`src/rtl/biq_pkg.sv`:
```
// Shared types and constants for the direct-form-I biquad block.
package biq_pkg;

  // Register indexes on the configuration port
  typedef enum logic [2:0] {
    REG_COEF_B0       = 3'd0,
    REG_COEF_B1       = 3'd1,
    REG_COEF_B2       = 3'd2,
    REG_COEF_A1       = 3'd3,
    REG_COEF_A2       = 3'd4,
    REG_ADC_PATH      = 3'd5,
    REG_FILTER_ENABLE = 3'd6
  } cfg_reg_e;

  localparam int CFG_INDEX_W = 3;
  localparam int CFG_DATA_W  = 32;
  localparam int COEF_W      = 32;
  localparam int SAMPLE_W    = 16;
  localparam int CODE_W      = 12;

  localparam logic signed [SAMPLE_W-1:0] Q15_MAX = 16'sh7FFF;
  localparam logic signed [SAMPLE_W-1:0] Q15_MIN = 16'sh8000;

  // Converter codes carry 4 fewer bits than a Q15 sample
  localparam int CODE_SHIFT = 4;

  typedef struct packed {
    logic        [CODE_W-1:0]   adc_code;
    logic signed [SAMPLE_W-1:0] sample_in;
  } in_t;

  typedef struct packed {
    logic signed [SAMPLE_W-1:0] sample_out;
    logic        [CODE_W-1:0]   dac_code;
  } out_t;

  // Configuration state seen by the datapath
  typedef struct packed {
    logic signed [COEF_W-1:0] coef_b0;
    logic signed [COEF_W-1:0] coef_b1;
    logic signed [COEF_W-1:0] coef_b2;
    logic signed [COEF_W-1:0] coef_a1;
    logic signed [COEF_W-1:0] coef_a2;
    logic                     adc_path;
    logic                     filter_enable;
  } cfg_t;

endpackage

```
`src/rtl/biq_front.sv`:
```
// Input conditioning: converter code to Q15, or Q15 sample passed on.
module biq_front #(
  parameter int ADC_MID = 2048
) (
  input  biq_pkg::in_t                         in_data,
  input  logic                                 adc_path,
  output logic signed [biq_pkg::SAMPLE_W-1:0]  x0
);
  import biq_pkg::*;

  // Code minus midpoint, times 16, is held in 18 signed bits
  localparam int EXT_W = CODE_W + CODE_SHIFT + 2;
  localparam logic signed [EXT_W-1:0] ADC_MID_S = EXT_W'(ADC_MID);
  localparam logic signed [EXT_W-1:0] HI_S      = EXT_W'(Q15_MAX);
  localparam logic signed [EXT_W-1:0] LO_S      = EXT_W'(Q15_MIN);

  logic signed [EXT_W-1:0] diff;
  logic signed [EXT_W-1:0] scaled;
  logic signed [SAMPLE_W-1:0] adc_q15;

  // Centre the code and scale it up
  assign diff   = $signed({{(EXT_W-CODE_W){1'b0}}, in_data.adc_code}) - ADC_MID_S;
  assign scaled = diff <<< CODE_SHIFT;

  // Clamp to Q15 and pick the active path
  always_comb begin
    if (scaled > HI_S) begin
      adc_q15 = Q15_MAX;
    end else if (scaled < LO_S) begin
      adc_q15 = Q15_MIN;
    end else begin
      adc_q15 = scaled[SAMPLE_W-1:0];
    end
    x0 = adc_path ? adc_q15 : in_data.sample_in;
  end

endmodule

```
`config.mk`:
```
export PLATFORM = sky130hd
export DESIGN_NAME = biq_front
export DESIGN_NICKNAME = d
export VERILOG_FILES = /design/src/rtl/biq_pkg.sv /design/src/rtl/biq_front.sv
export SDC_FILE = /design/constraint.sdc
export NUM_CORES = 1
export LEC_CHECK = 0
export BUFFER_PORTS_ARGS = -buffer_cell sky130_fd_sc_hd__buf_2
export CORE_AREA = 3 3 40 42
export DETAILED_ROUTE_END_ITERATION = 8
export DIE_AREA = 0 0 43 45
export SLEW_MARGIN = 40
export SYNTH_ARGS = -nofsm -noshare
export SYNTH_HDL_FRONTEND = slang
export SYNTH_SLANG_ARGS = --single-unit
export TNS_END_PERCENT = 20
```
`constraint.sdc`:
```
create_clock -name vclk -period 1.1
set_clock_uncertainty 0.2 [all_clocks]
set_input_delay 0.055 -clock vclk [all_inputs]
set_output_delay 0.055 -clock vclk [all_outputs]
set_load 0.02 [all_outputs]
```
==> flow_summary.yaml <==
synthesis:
  synth_area_um2: 223
  synth_top_area_share_pct: 33.7
  yosysSeqAreaShare_pct: 0
  yosys.area.top_type: "mux2_4"
  syn_area_per_cell_um2: 11.7
  syn_inst: 19
  synthesis.nets: 48
  yosysWarnings: 0
  ys_types: 7
  netlist_top_cells_area: "mux2_4 34%, mux2_2 30%, and2b_2 16%"
  yosysMostFrequentCell: "mux2_2"
  synthTopCellsByCount: "6 x mux2_2, 5 x mux2_4, 4 x and2b_2"
worst_setup_path:
  max_stage_delay_ns: 0.33
  required_ns: 0.84
  crit_slowest_cell: "mux2_2"
  path_cells: "buf_2 -> buf_12 -> mux2_2 -> buf_2"
  cp-start-kind: "input port"
  cp_common_cell: "buf_2"
  endpoint_kind: "output port"
  worst-path-max-fanout: 16
  cp_data_arrival_time_ns: 0.79
  path_buf_inv: 3
  critPathKind: "input port to output port"
  cp_top_family: "buffers and inverters"
floorplanning:
  core_um2: 1280
  die_area_um2: 1940
  die_w_um: 43
  die_h_um: 45
  ioPinCount: 45
  start_util_pct: 17.3
  std_cell_rows: 13
placed_design:
  portBuffers: 45
  place.gp.congestion: 0.688
  hpwl_um: 751
  place_ws_ns: 0.0499
min_path:
  min_path_type: "input port to output port"
cts:
  cts_hold_buffers: 0
  post_cts_resize_count: 0
  post_cts_buffers: 0
timing:
  hold_violations: 0
  fmax_mhz: 956
  tns_ns: 0
  setup_slack_ns: 0.0543
  rsz0062_at_grt: "no"
  post-route-min-period_ns: 1.05
  final-setup-viol-count: 0
  worst_slew_pin_slew_ns: 0.114
  slew_violations: 0
  relSlewSlack_pct: 92.2
  fin_crit_sh_pct: 95.1
power_and_ir_drop:
  peakVddDrop_v: 0.000176
  powerDensity_nw_per_um2: 479
  power.leakage_nw: 0.286
flow_run:
  cap_viol_max_count: 0
global_route:
  antenna_found_initial: 0
  grt_max_degree: 17
  grt_pass1_vias: 294
  overflow: 0
  grtUsageTotal_pct: 8.13
  grt_pass1_wl_um: 1230
finish:
  diodes: 0
  seq_cell_count: 0
  clock_buffer_count: 0
  layout-drive-gt1-share_pct: 96.8
  regArea_um2: 0
  nets: 94
  postLayoutCoreUtil_pct: 35.4
  area_delta_synth_final_pct: 104
run_status:
  status: "finished, final reports clean"
detailed_routing:
  postRouteAntennaNets: 0
  route.vias.total: 325
  routedWlPerCell_um: 10.5
  drtPass1Iterations: 1
  drc: 0
  drt-total-wl_um: 818
  drtIter0Drc: 0
  vias_per_cell: 4.17
[placed cells by master, fill, tap and decap left out]
cell     synthesis  routed
buf_2            0      45
mux2_2           6       6
mux2_4           5       5
and2b_2          4       4
inv_1            1       1
mux2i_1          1       1
buf_12           1       1
[metal layers]
metal	GRT usage, %	part of all wire (%)
met1	8.10	30
met2	17.7	43
met3	1.99	27
met4	0	0
met5	0	0
[metrics by stage]
| stage | power (mW) | instances | hold WS (ns) | instance area, µm² |
|---|---|---|---|---|
| floorplan | 0.134 | 19 | 0.0569 | 223 |
| global placement | 0.219 | 78 | 0.188 | 455 |
| detailed placement | 0.221 | 78 | 0.194 | 455 |
| CTS | 0.221 | 78 | 0.196 | 455 |
| global route | 0.234 | 78 | 0.215 | 455 |
| finish | 0.218 | 78 | 0.196 | 455 |
[area by class of cell]
type | count | area, µm²
fillers | 132 | 830
repair buffers | 46 | 245
multi-input cells | 16 | 188
inverters | 1 | 3.75
well taps | 15 | 18.8
[worst min-delay path, stage by stage]
cell and delay, ns:
buf_2 0.08, mux2i_1 0.05, buf_2 0.15
[path summary, 6_finish.rpt]
path,from,end,slack (ns),cells past startpoint
setup / recovery,adc_path,x0[14],0.05,4
hold / removal,in_data[27],x0[15],0.20,3
[cell families (layout without fill, tap and decap cells)]
group | count (synthesis) | count (layout) | synth area share [%]
buffers and inverters | 3 | 47 | 15.7
AND/OR/NAND/NOR | 4 | 4 | 15.7
multiplexers | 12 | 12 | 68.5
[report_power, final]
part	total (mW)	internal [mW]	switching (mW)
logic	0.218	0.116	0.103
registers	0	0	0
clock network	0	0	0
Power figures use the tool's default switching activity.
