==> config.mk <==
export PLATFORM = sky130hd
export DESIGN_NAME = biq_cfg_regs
export DESIGN_NICKNAME = d
export VERILOG_FILES = /design/src/rtl/biq_pkg.sv /design/src/rtl/biq_cfg_regs.sv
export SDC_FILE = /design/constraint.sdc
export NUM_CORES = 1
export LEC_CHECK = 0
export BUFFER_PORTS_ARGS = -buffer_cell sky130_fd_sc_hd__buf_4
export CAP_MARGIN = 20
export CORE_MARGIN = 5
export CORE_UTILIZATION = 51
export DETAILED_ROUTE_END_ITERATION = 16
export PLACE_DENSITY_LB_ADDON = 0.2
export SYNTH_ARGS = -nofsm -noshare
export SYNTH_HDL_FRONTEND = slang
export SYNTH_SLANG_ARGS = --single-unit
==> constraint.sdc <==
create_clock -name clk -period 1.95 [get_ports clk]
set_input_delay 0.39 -clock clk [delete_from_list [all_inputs] [get_ports clk]]
set_output_delay 0.39 -clock clk [all_outputs]
set_load 0.005 [all_outputs]
==> src/rtl/biq_pkg.sv <==
// Shared types and constants for the direct-form-I biquad block.
package biq_pkg;

  // Register indexes on the configuration port
  typedef enum logic [2:0] {
    REG_COEF_B0       = 3'd0,
    REG_COEF_B1       = 3'd1,
    REG_COEF_B2       = 3'd2,
    REG_COEF_A1       = 3'd3,
    REG_COEF_A2       = 3'd4,
    REG_ADC_PATH      = 3'd5,
    REG_FILTER_ENABLE = 3'd6
  } cfg_reg_e;

  localparam int CFG_INDEX_W = 3;
  localparam int CFG_DATA_W  = 32;
  localparam int COEF_W      = 32;
  localparam int SAMPLE_W    = 16;
  localparam int CODE_W      = 12;

  localparam logic signed [SAMPLE_W-1:0] Q15_MAX = 16'sh7FFF;
  localparam logic signed [SAMPLE_W-1:0] Q15_MIN = 16'sh8000;

  // Converter codes carry 4 fewer bits than a Q15 sample
  localparam int CODE_SHIFT = 4;

  typedef struct packed {
    logic        [CODE_W-1:0]   adc_code;
    logic signed [SAMPLE_W-1:0] sample_in;
  } in_t;

  typedef struct packed {
    logic signed [SAMPLE_W-1:0] sample_out;
    logic        [CODE_W-1:0]   dac_code;
  } out_t;

  // Configuration state seen by the datapath
  typedef struct packed {
    logic signed [COEF_W-1:0] coef_b0;
    logic signed [COEF_W-1:0] coef_b1;
    logic signed [COEF_W-1:0] coef_b2;
    logic signed [COEF_W-1:0] coef_a1;
    logic signed [COEF_W-1:0] coef_a2;
    logic                     adc_path;
    logic                     filter_enable;
  } cfg_t;

endpackage

==> src/rtl/biq_cfg_regs.sv <==
// Configuration register file for the biquad block.
module biq_cfg_regs (
  input  logic                             clk,
  input  logic                             rst,
  input  logic                             cfg_wr_en,
  input  logic [biq_pkg::CFG_INDEX_W-1:0]  cfg_index,
  input  logic [biq_pkg::CFG_DATA_W-1:0]   cfg_wdata,
  output biq_pkg::cfg_t                    cfg
);
  import biq_pkg::*;

  // Decode the index and update the addressed register
  always_ff @(posedge clk) begin
    if (rst) begin
      cfg.coef_b0       <= '0;
      cfg.coef_b1       <= '0;
      cfg.coef_b2       <= '0;
      cfg.coef_a1       <= '0;
      cfg.coef_a2       <= '0;
      cfg.adc_path      <= 1'b1;
      cfg.filter_enable <= 1'b0;
    end else if (cfg_wr_en) begin
      unique case (cfg_reg_e'(cfg_index))
        REG_COEF_B0:       cfg.coef_b0       <= $signed(cfg_wdata[COEF_W-1:0]);
        REG_COEF_B1:       cfg.coef_b1       <= $signed(cfg_wdata[COEF_W-1:0]);
        REG_COEF_B2:       cfg.coef_b2       <= $signed(cfg_wdata[COEF_W-1:0]);
        REG_COEF_A1:       cfg.coef_a1       <= $signed(cfg_wdata[COEF_W-1:0]);
        REG_COEF_A2:       cfg.coef_a2       <= $signed(cfg_wdata[COEF_W-1:0]);
        REG_ADC_PATH:      cfg.adc_path      <= cfg_wdata[0];
        REG_FILTER_ENABLE: cfg.filter_enable <= cfg_wdata[0];
        default: ;
      endcase
    end
  end

endmodule

==> impl_metrics.ini, run 1 <==
[outcome]
status = completed

[floorplan]
die_w_microns = 121.9
core_area_sq_um = 12160
io-pin-count = 200
die_h_microns = 121.9
fp-row-count = 40
die-area_sq_um = 14870
initial_core_util = 0.5255

[layout]
top_regs = cfg x162
final_util = 0.7156
final_cells = 941
final.fill_count = 896
syn_to_final_growth_pct = 36.18
top_register = cfg
largest_register_ffs = 162
fin_nets = 800
antenna_cells = 0
fin_area_sq_um = 8703
drive_above_1_share = 0.3157

[sta]
max_freq_ghz = 0.7644
drv_slew = 0
setup_violations = 0
fin_ws_ns = 0.6418
slew_headroom = 0.6893
clock_skew_ns = 0
hold_slack_ns = 0.2670
min_period_over_period = 0.6709
fin_tns_setup_ns = 0
rsz0062_at_grt = false
final-hold-violation-count = 0
worst_pin_slew_ns = 0.4661
min_period_ns = 1.308

[synthesis]
ys_seq_elements = 162
synthTopCellsByArea = dfxtp_1 (51%), mux2i_1 (25%), nand2b_1 (19%), clkbuf_1 (1.4%), buf_2 (1.2%)
yosysUniqueCellTypes = 14
syn-cell-area_sq_um = 6391
yosys.area.top_type = dfxtp_1
yosys_warnings = 0
synth_top_area_frac = 0.5074
synth-seq-area-share = 0.5074
synth_nets = 609
syn_inst = 571
syn-mean-instance-area_sq_um = 11.19

[drt]
vias = 4625
post-route-drc-count = 0
routedWlPerCell_microns = 17.06
routed_wl_mm = 16.06
firstDrtPassIters = 4
vias_per_cell = 4.915
antenna_left = 0
drt_iter0_drc = 257

[clock_tree]
cts_sinks = 162
cts-resized-gates = 0
post-cts-setup-buffers = 0
clk_pin_slew_ns = 0.06
cts_hold_buf = 0
cts_tree = done
clk_latency_ns = 0.40
htreeDepth = 4
clockBufferDepth = 2
cts_root_buf = clkbuf_16
numCtsBuffers = 17

[grt]
grt-ovfl-total = 0
antenna_found_initial = 0
grt_pass1_vias = 4912
grt_pass1_wl_mm = 25.64
grt_max_degree = 68
grt.total_usage = 0.2195

[worst_setup_path]
cp.arrival_ns = 0.92
r2r-end = cfg[157]
crit_fanout = 2
path_buf_inv = 1
r2r_slack_ns = 1.29
start_kind = flop
cpLargestDelayFamily = flip-flops
r2r_start = cfg[157]
cp-end-kind = output pin
crit_type = flop to output pin
cp_slowest_stage_delay_ns = 0.38
worstPathRequired_ns = 1.56
cp_cell_sequence = buf_4
reg2reg_depth = 2
slowest_stage = dfxtp_1

[min_path]
min_path_cells = 3
hold_class = primary input to flop
min_from = cfg_wdata[0]
worstHoldEndpoint = cfg[1]

[job]
maxCapViolCount = 0

[placement]
pre_cts_ws_ns = 0.3346
io_buffers = 199
place_hpwl_mm = 11.48
placed_area_sq_um = 8125
dp.cells = 911
gp_congestion = 0.7657

[pwr]
power_mw = 7.246
p_int_mw = 5.751
p_leak_nw = 4.384
powerDensity_nw_per_um2 = 832.5
ir_drop_uv = 532.3
seqPwrFrac = 0.473
pwr-share-clk = 0.452
swShare = 0.2062
p_comb_frac = 0.075
switching_power_mw = 1.494
area by class of cell:
class | instances | area (sq um) | share of cell area
tap | 168 | 210.2 | 0.02415
clock inverter | 5 | 102.6 | 0.01179
clock buffer | 25 | 475.5 | 0.05463
timing repair buffer | 215 | 1689 | 0.1941
sequential | 162 | 3243 | 0.3726
multi-input combinational | 366 | 2983 | 0.3427
tightest hold or removal path, stage by stage:
cell,delay [ns]
buf_4,0.09
nor2_1,0.04
mux2i_1,0.11
Yosys cell counts:
cell	number
buf_12	1
buf_2	15
buf_4	2
buf_6	2
clkbuf_1	23
dfxtp_1	162
mux2i_1	162
nand2b_1	193
nand4b_1	3
nand4bb_1	3
nor2_1	2
nor4b_1	1
nor4bb_1	1
or4b_4	1
layout by cell type, fill, tap and decap left out:
master	netlist	routed
clkinv_2	0	1
clkbuf_8	0	2
clkbuf_16	0	17
mux2i_1	162	162
or4b_4	1	1
nor4bb_4	0	1
dfxtp_1	162	162
nand4bb_4	0	2
buf_4	2	209
nor2_1	2	2
nand2b_1	193	193
bufinv_16	0	3
buf_12	1	6
clkbuf_1	23	6
nor4b_2	0	1
clkinvlp_4	0	1
nand4b_1	3	3
nand4bb_1	3	1
how the worst max path moves through the flow:
| stage | endpoint | slack (ns) | cells after the start | startpoint |
|---|---|---|---|---|
| global placement | cfg[29] | 0.38 | 4 | cfg_index[1] |
| global route | cfg[17] | 0.61 | 1 | cfg[17] |
| CTS | cfg[17] | 0.63 | 1 | cfg[17] |
| detailed placement | cfg[27] | 0.33 | 4 | cfg_index[1] |
| floorplan | cfg[151] | 0.41 | 5 | cfg_index[1] |
| finish | cfg[17] | 0.64 | 1 | cfg[17] |
power groups by stage:
stage	Combinational, mW	Sequential (mW)	Clock (mW)
floorplan	0.274	3.50	0
global placement	0.533	3.50	0
detailed placement	0.545	3.50	0
CTS	0.547	3.43	3.32
global route	0.585	3.44	3.48
finish	0.541	3.43	3.28
routing by layer:
metal	routed length, microns	GRT usage	part of all wire
met4	257	0.07843	0.016
met1	6745	0.2644	0.42
met3	1246	0.07335	0.078
met5	0	0	0
met2	7807	0.3664	0.49
cell families (layout without fill, tap and decap cells):
family | Yosys count | after routing | synth area share
and+or+nand+nor | 204 | 204 | 0.2046
muxes | 162 | 162 | 0.2537
buffers and inverters | 43 | 245 | 0.03426
DFF | 162 | 162 | 0.5074
Power figures use the tool's default switching activity.
==> run 2, diff against run 1 <==
--- a/config.mk
+++ b/config.mk
@@ -8,7 +8,7 @@
 export BUFFER_PORTS_ARGS = -buffer_cell sky130_fd_sc_hd__buf_4
 export CAP_MARGIN = 20
 export CORE_MARGIN = 5
-export CORE_UTILIZATION = 51
+export CORE_UTILIZATION = 46
 export DETAILED_ROUTE_END_ITERATION = 16
 export PLACE_DENSITY_LB_ADDON = 0.2
 export SYNTH_ARGS = -nofsm -noshare
==> constraint.sdc (replaced) <==
create_clock -name clk -period 1.2 [get_ports clk]
set_input_delay 0.24 -clock clk [delete_from_list [all_inputs] [get_ports clk]]
set_output_delay 0.24 -clock clk [all_outputs]
set_load 0.005 [all_outputs]
==> impl_metrics.ini, run 2 (synthesis gave the netlist of run 1 again) <==
[outcome]
status = completed

[drt]
firstDrtPassIters = 4
post-route-drc-count = 0
drt_iter0_drc = 171
routedWlPerCell_microns = 16.77
antenna_left = 0
vias = 4639
vias_per_cell = 4.802
routed_wl_mm = 16.20

[worst_setup_path]
cp_cell_sequence = buf_4
reg2reg_depth = 2
slowest_stage = dfxtp_1
cp.arrival_ns = 0.91
r2r_slack_ns = 0.56
start_kind = flop
worstPathRequired_ns = 0.96
path_buf_inv = 1
crit_type = flop to output pin
r2r_start = cfg[57]
cpLargestDelayFamily = flip-flops
cp-end-kind = output pin
r2r-end = cfg[57]
crit_fanout = 2
cp_slowest_stage_delay_ns = 0.37

[min_path]
hold_class = primary input to flop
min_from = cfg_wdata[0]
min_path_cells = 3
worstHoldEndpoint = cfg[1]

[job]
maxCapViolCount = 0

[sta]
hold_slack_ns = 0.1303
fin_ws_ns = 0.04976
slew_headroom = 0.7676
rsz0062_at_grt = false
setup_violations = 0
drv_slew = 0
max_freq_ghz = 0.8694
min_period_over_period = 0.9585
fin_tns_setup_ns = 0
final-hold-violation-count = 0
min_period_ns = 1.150
clock_skew_ns = 0
worst_pin_slew_ns = 0.3477

[clock_tree]
cts_hold_buf = 0
cts_tree = done
clk_pin_slew_ns = 0.06
post-cts-setup-buffers = 0
clockBufferDepth = 2
numCtsBuffers = 17
cts_sinks = 162
cts-resized-gates = 0
htreeDepth = 4
clk_latency_ns = 0.41
cts_root_buf = clkbuf_16

[layout]
final_util = 0.6475
antenna_cells = 0
drive_above_1_share = 0.3321
top_register = cfg
final.fill_count = 1097
final_cell_mix = buf_4 (215), nand2b_1 (193), mux2i_1 (162), dfxtp_1 (162), clkbuf_16 (17)
fin_nets = 812
syn_to_final_growth_pct = 39.55
top_regs = cfg x162
mostFrequentLayoutCell = buf_4
largest_register_ffs = 162
final_cells = 966

[floorplan]
initial_core_util = 0.4640
die_w_microns = 127.9
fp-row-count = 43
core_area_sq_um = 13770
die_h_microns = 127.9
die-area_sq_um = 16350
io-pin-count = 200

[placement]
place_hpwl_mm = 11.70
gp_congestion = 0.7559
io_buffers = 199
dp.cells = 935
pre_cts_ws_ns = -0.2014

[pwr]
pwr-share-clk = 0.463
p_leak_nw = 4.490
p_comb_frac = 0.077
swShare = 0.2133
ir_drop_uv = 791.2
powerDensity_nw_per_um2 = 1356
switching_power_mw = 2.581
p_int_mw = 9.517
seqPwrFrac = 0.460

[grt]
grt_pass1_vias = 4898
grt-ovfl-total = 0
antenna_found_initial = 0
grt_max_degree = 35
grt.total_usage = 0.2005
grt_pass1_wl_mm = 25.96
## run 2: changes by cell type in the layout (fill, tap and decap cells not counted)
cell      before  now
buf_12         6   12
buf_4        209  215
clkbuf_1       6    2
clkbuf_8       2    4
clkinv_2       1    2
clkinv_4       0    1
inv_6          0    1
## run 2: through the flow
| stage | total power [mW] | area, sq um |
|---|---|---|
| after global routing | 12.52 | 8919 |
| final | 12.10 | 8919 |
| after global placement | 6.603 | 8305 |
| after detailed placement | 6.626 | 8305 |
| after CTS | 12.19 | 8919 |
| after floorplan | 6.137 | 6420 |
## run 2: worst max-delay path by stage
stage / from / to / slack (ns) / cells after the start
detailed placement: cfg_index[2] / cfg[135] / -0.20 / 5
global route: cfg[8] / cfg[8] / 0.01 / 1
CTS: cfg[8] / cfg[8] / 0.04 / 1
global placement: cfg_index[0] / cfg[155] / -0.14 / 3
floorplan: cfg_index[0] / cfg[151] / -0.18 / 5
finish: cfg[152] / cfg[152] / 0.05 / 1
## run 2: power groups by stage
stage	Sequential, mW	Combinational [mW]	Clock (mW)
after global placement	5.68	0.919	0
after floorplan	5.68	0.452	0
after CTS	5.57	0.942	5.67
final	5.57	0.929	5.60
after detailed placement	5.69	0.938	0
after global routing	5.58	1.00	5.94
## run 2: final cells by class
| type | count | area (sq um) | share of cell area |
|---|---|---|---|
| Sequential cell | 162 | 3243 | 0.3636 |
| Clock buffer | 23 | 488.0 | 0.05471 |
| Tap cell | 180 | 225.2 | 0.02525 |
| Multi-Input combinational cell | 366 | 2983 | 0.3345 |
| Clock inverter | 8 | 125.1 | 0.01403 |
| Timing Repair Buffer | 227 | 1854 | 0.2079 |
## run 2: layer usage
metal,part of all wire,global-route usage,vias up
li1,-,-,2285
met5,0,0,-
met1,0.43,0.2425,2196
met2,0.48,0.3367,134
met4,0.021,0.07366,0
met3,0.069,0.06083,24
==> run 3, diff against run 2 <==
--- a/config.mk
+++ b/config.mk
@@ -7,8 +7,10 @@
 export LEC_CHECK = 0
 export BUFFER_PORTS_ARGS = -buffer_cell sky130_fd_sc_hd__buf_4
 export CAP_MARGIN = 20
+export CELL_PAD_IN_SITES_DETAIL_PLACEMENT = 2
+export CELL_PAD_IN_SITES_GLOBAL_PLACEMENT = 2
 export CORE_MARGIN = 5
-export CORE_UTILIZATION = 46
+export CORE_UTILIZATION = 28
 export DETAILED_ROUTE_END_ITERATION = 16
 export PLACE_DENSITY_LB_ADDON = 0.2
 export SYNTH_ARGS = -nofsm -noshare
==> impl_metrics.ini, run 3 (synthesis gave the netlist of run 1 again) <==
[drt]
post-route-drc-count = 0
routed_wl_mm = 20.85
firstDrtPassIters = 4
antenna_left = 0
vias_per_cell = 4.508
vias = 4860
drt_iter0_drc = 116
routedWlPerCell_microns = 19.34

[worst_setup_path]
path_buf_inv = 1
slowest_stage = dfxtp_1
cp-end-kind = output pin
r2r_start = cfg[130]
cp_cell_sequence = buf_4
cpLargestDelayFamily = flip-flops
worstPathRequired_ns = 0.96
r2r_slack_ns = 0.52
start_kind = flop
cp_slowest_stage_delay_ns = 0.37
cp.arrival_ns = 0.92
r2r-end = cfg[130]
reg2reg_depth = 2
crit_fanout = 2
crit_type = flop to output pin

[grt]
grt_pass1_wl_mm = 32.93
grt.total_usage = 0.1622
grt_pass1_vias = 5578
antenna_found_initial = 0
grt-ovfl-total = 0
grt_max_degree = 52

[sta]
worst_pin_slew_ns = 0.3277
clock_skew_ns = 0
final-hold-violation-count = 0
min_period_over_period = 0.9637
fin_tns_setup_ns = 0
max_freq_ghz = 0.8647
drv_slew = 0
min_period_ns = 1.156
setup_violations = 0
slew_headroom = 0.7816
rsz0062_at_grt = false
hold_slack_ns = 0.1025

[layout]
top_regs = cfg x162
fin_nets = 818
syn_to_final_growth_pct = 42.52
final_cell_mix = buf_4 (222), nand2b_1 (193), mux2i_1 (162), dfxtp_1 (151), clkbuf_16 (17)
drive_above_1_share = 0.3531
top_register = cfg
final_util = 0.4035
antenna_cells = 0
largest_register_ffs = 162
final_cells = 1078
fin_area_sq_um = 9109
mostFrequentLayoutCell = buf_4

[floorplan]
die_w_microns = 161.1
core_area_sq_um = 22570
fp-row-count = 55
io-pin-count = 200
die-area_sq_um = 25950
die_h_microns = 161.1
initial_core_util = 0.2831

[placement]
place_hpwl_mm = 15.31
gp_congestion = 0.7439
dp.cells = 1046
placed_area_sq_um = 8474
io_buffers = 199

[pwr]
swShare = 0.2281
powerDensity_nw_per_um2 = 1352
p_comb_frac = 0.079
seqPwrFrac = 0.453
p_int_mw = 9.506
switching_power_mw = 2.809
pwr-share-clk = 0.468
ir_drop_uv = 782.4
p_leak_nw = 4.529

[outcome]
status = completed

[clock_tree]
cts-resized-gates = 0
clk_pin_slew_ns = 0.06
clk_latency_ns = 0.41
post-cts-setup-buffers = 0
numCtsBuffers = 17
cts_tree = done
cts_hold_buf = 0
clockBufferDepth = 2
cts_root_buf = clkbuf_16
cts_sinks = 162
htreeDepth = 4

[min_path]
min_path_cells = 3
min_from = cfg_wdata[0]
worstHoldEndpoint = cfg[1]
hold_class = primary input to flop

[job]
maxCapViolCount = 0
-- run 3: cell count changes in the layout (fill, tap and decap cells not counted), sizes merged --
cell    previous run  this run
inv                1         3
clkbuf            23        22
buf              227       233
-- run 3: power by group through the flow --
stage               combinational (mW)  sequential [mW]  clock, mW
global route                      1.06             5.58       6.18
finish                           0.978             5.57       5.76
global placement                 0.967             5.69          0
detailed placement               0.997             5.69          0
CTS                               1.00             5.57       5.92
floorplan                        0.452             5.68          0
-- run 3: per-stage QoR --
stage | total power, mW | setup slack (ns)
after floorplan | 6.137 | -0.1758
after global placement | 6.654 | -0.1749
after detailed placement | 6.689 | -0.2486
after CTS | 12.49 | 0.004220
after global routing | 12.83 | 0.002445
final | 12.31 | 0.04359
-- run 3: layout make-up --
cell class / count / area, sq um
fillers: 2374 / 13460
multi-input cells: 366 / 2988
repair buffers: 233 / 1887
clock inverters: 10 / 146.4
well taps: 285 / 356.6
flip-flops and latches: 162 / 3257
clock buffers: 22 / 474.2
-- run 3: layer usage --
metal,up-vias,track usage,share of wire
met3,19,0.05435,0.061
li1,2301,-,-
met2,129,0.2866,0.50
met5,-,0,0
met4,0,0.04110,0.012
met1,2411,0.1893,0.42
-- run 3: worst max-delay path by stage --
| stage | from | cells after the start | to |
|---|---|---|---|
| final | cfg[117] | 1 | cfg[117] |
| after global routing | cfg[74] | 1 | cfg[74] |
| after CTS | cfg[117] | 1 | cfg[117] |
| after detailed placement | cfg_index[0] | 5 | cfg[143] |
| after global placement | cfg_index[0] | 5 | cfg[138] |
| after floorplan | cfg_index[0] | 5 | cfg[151] |
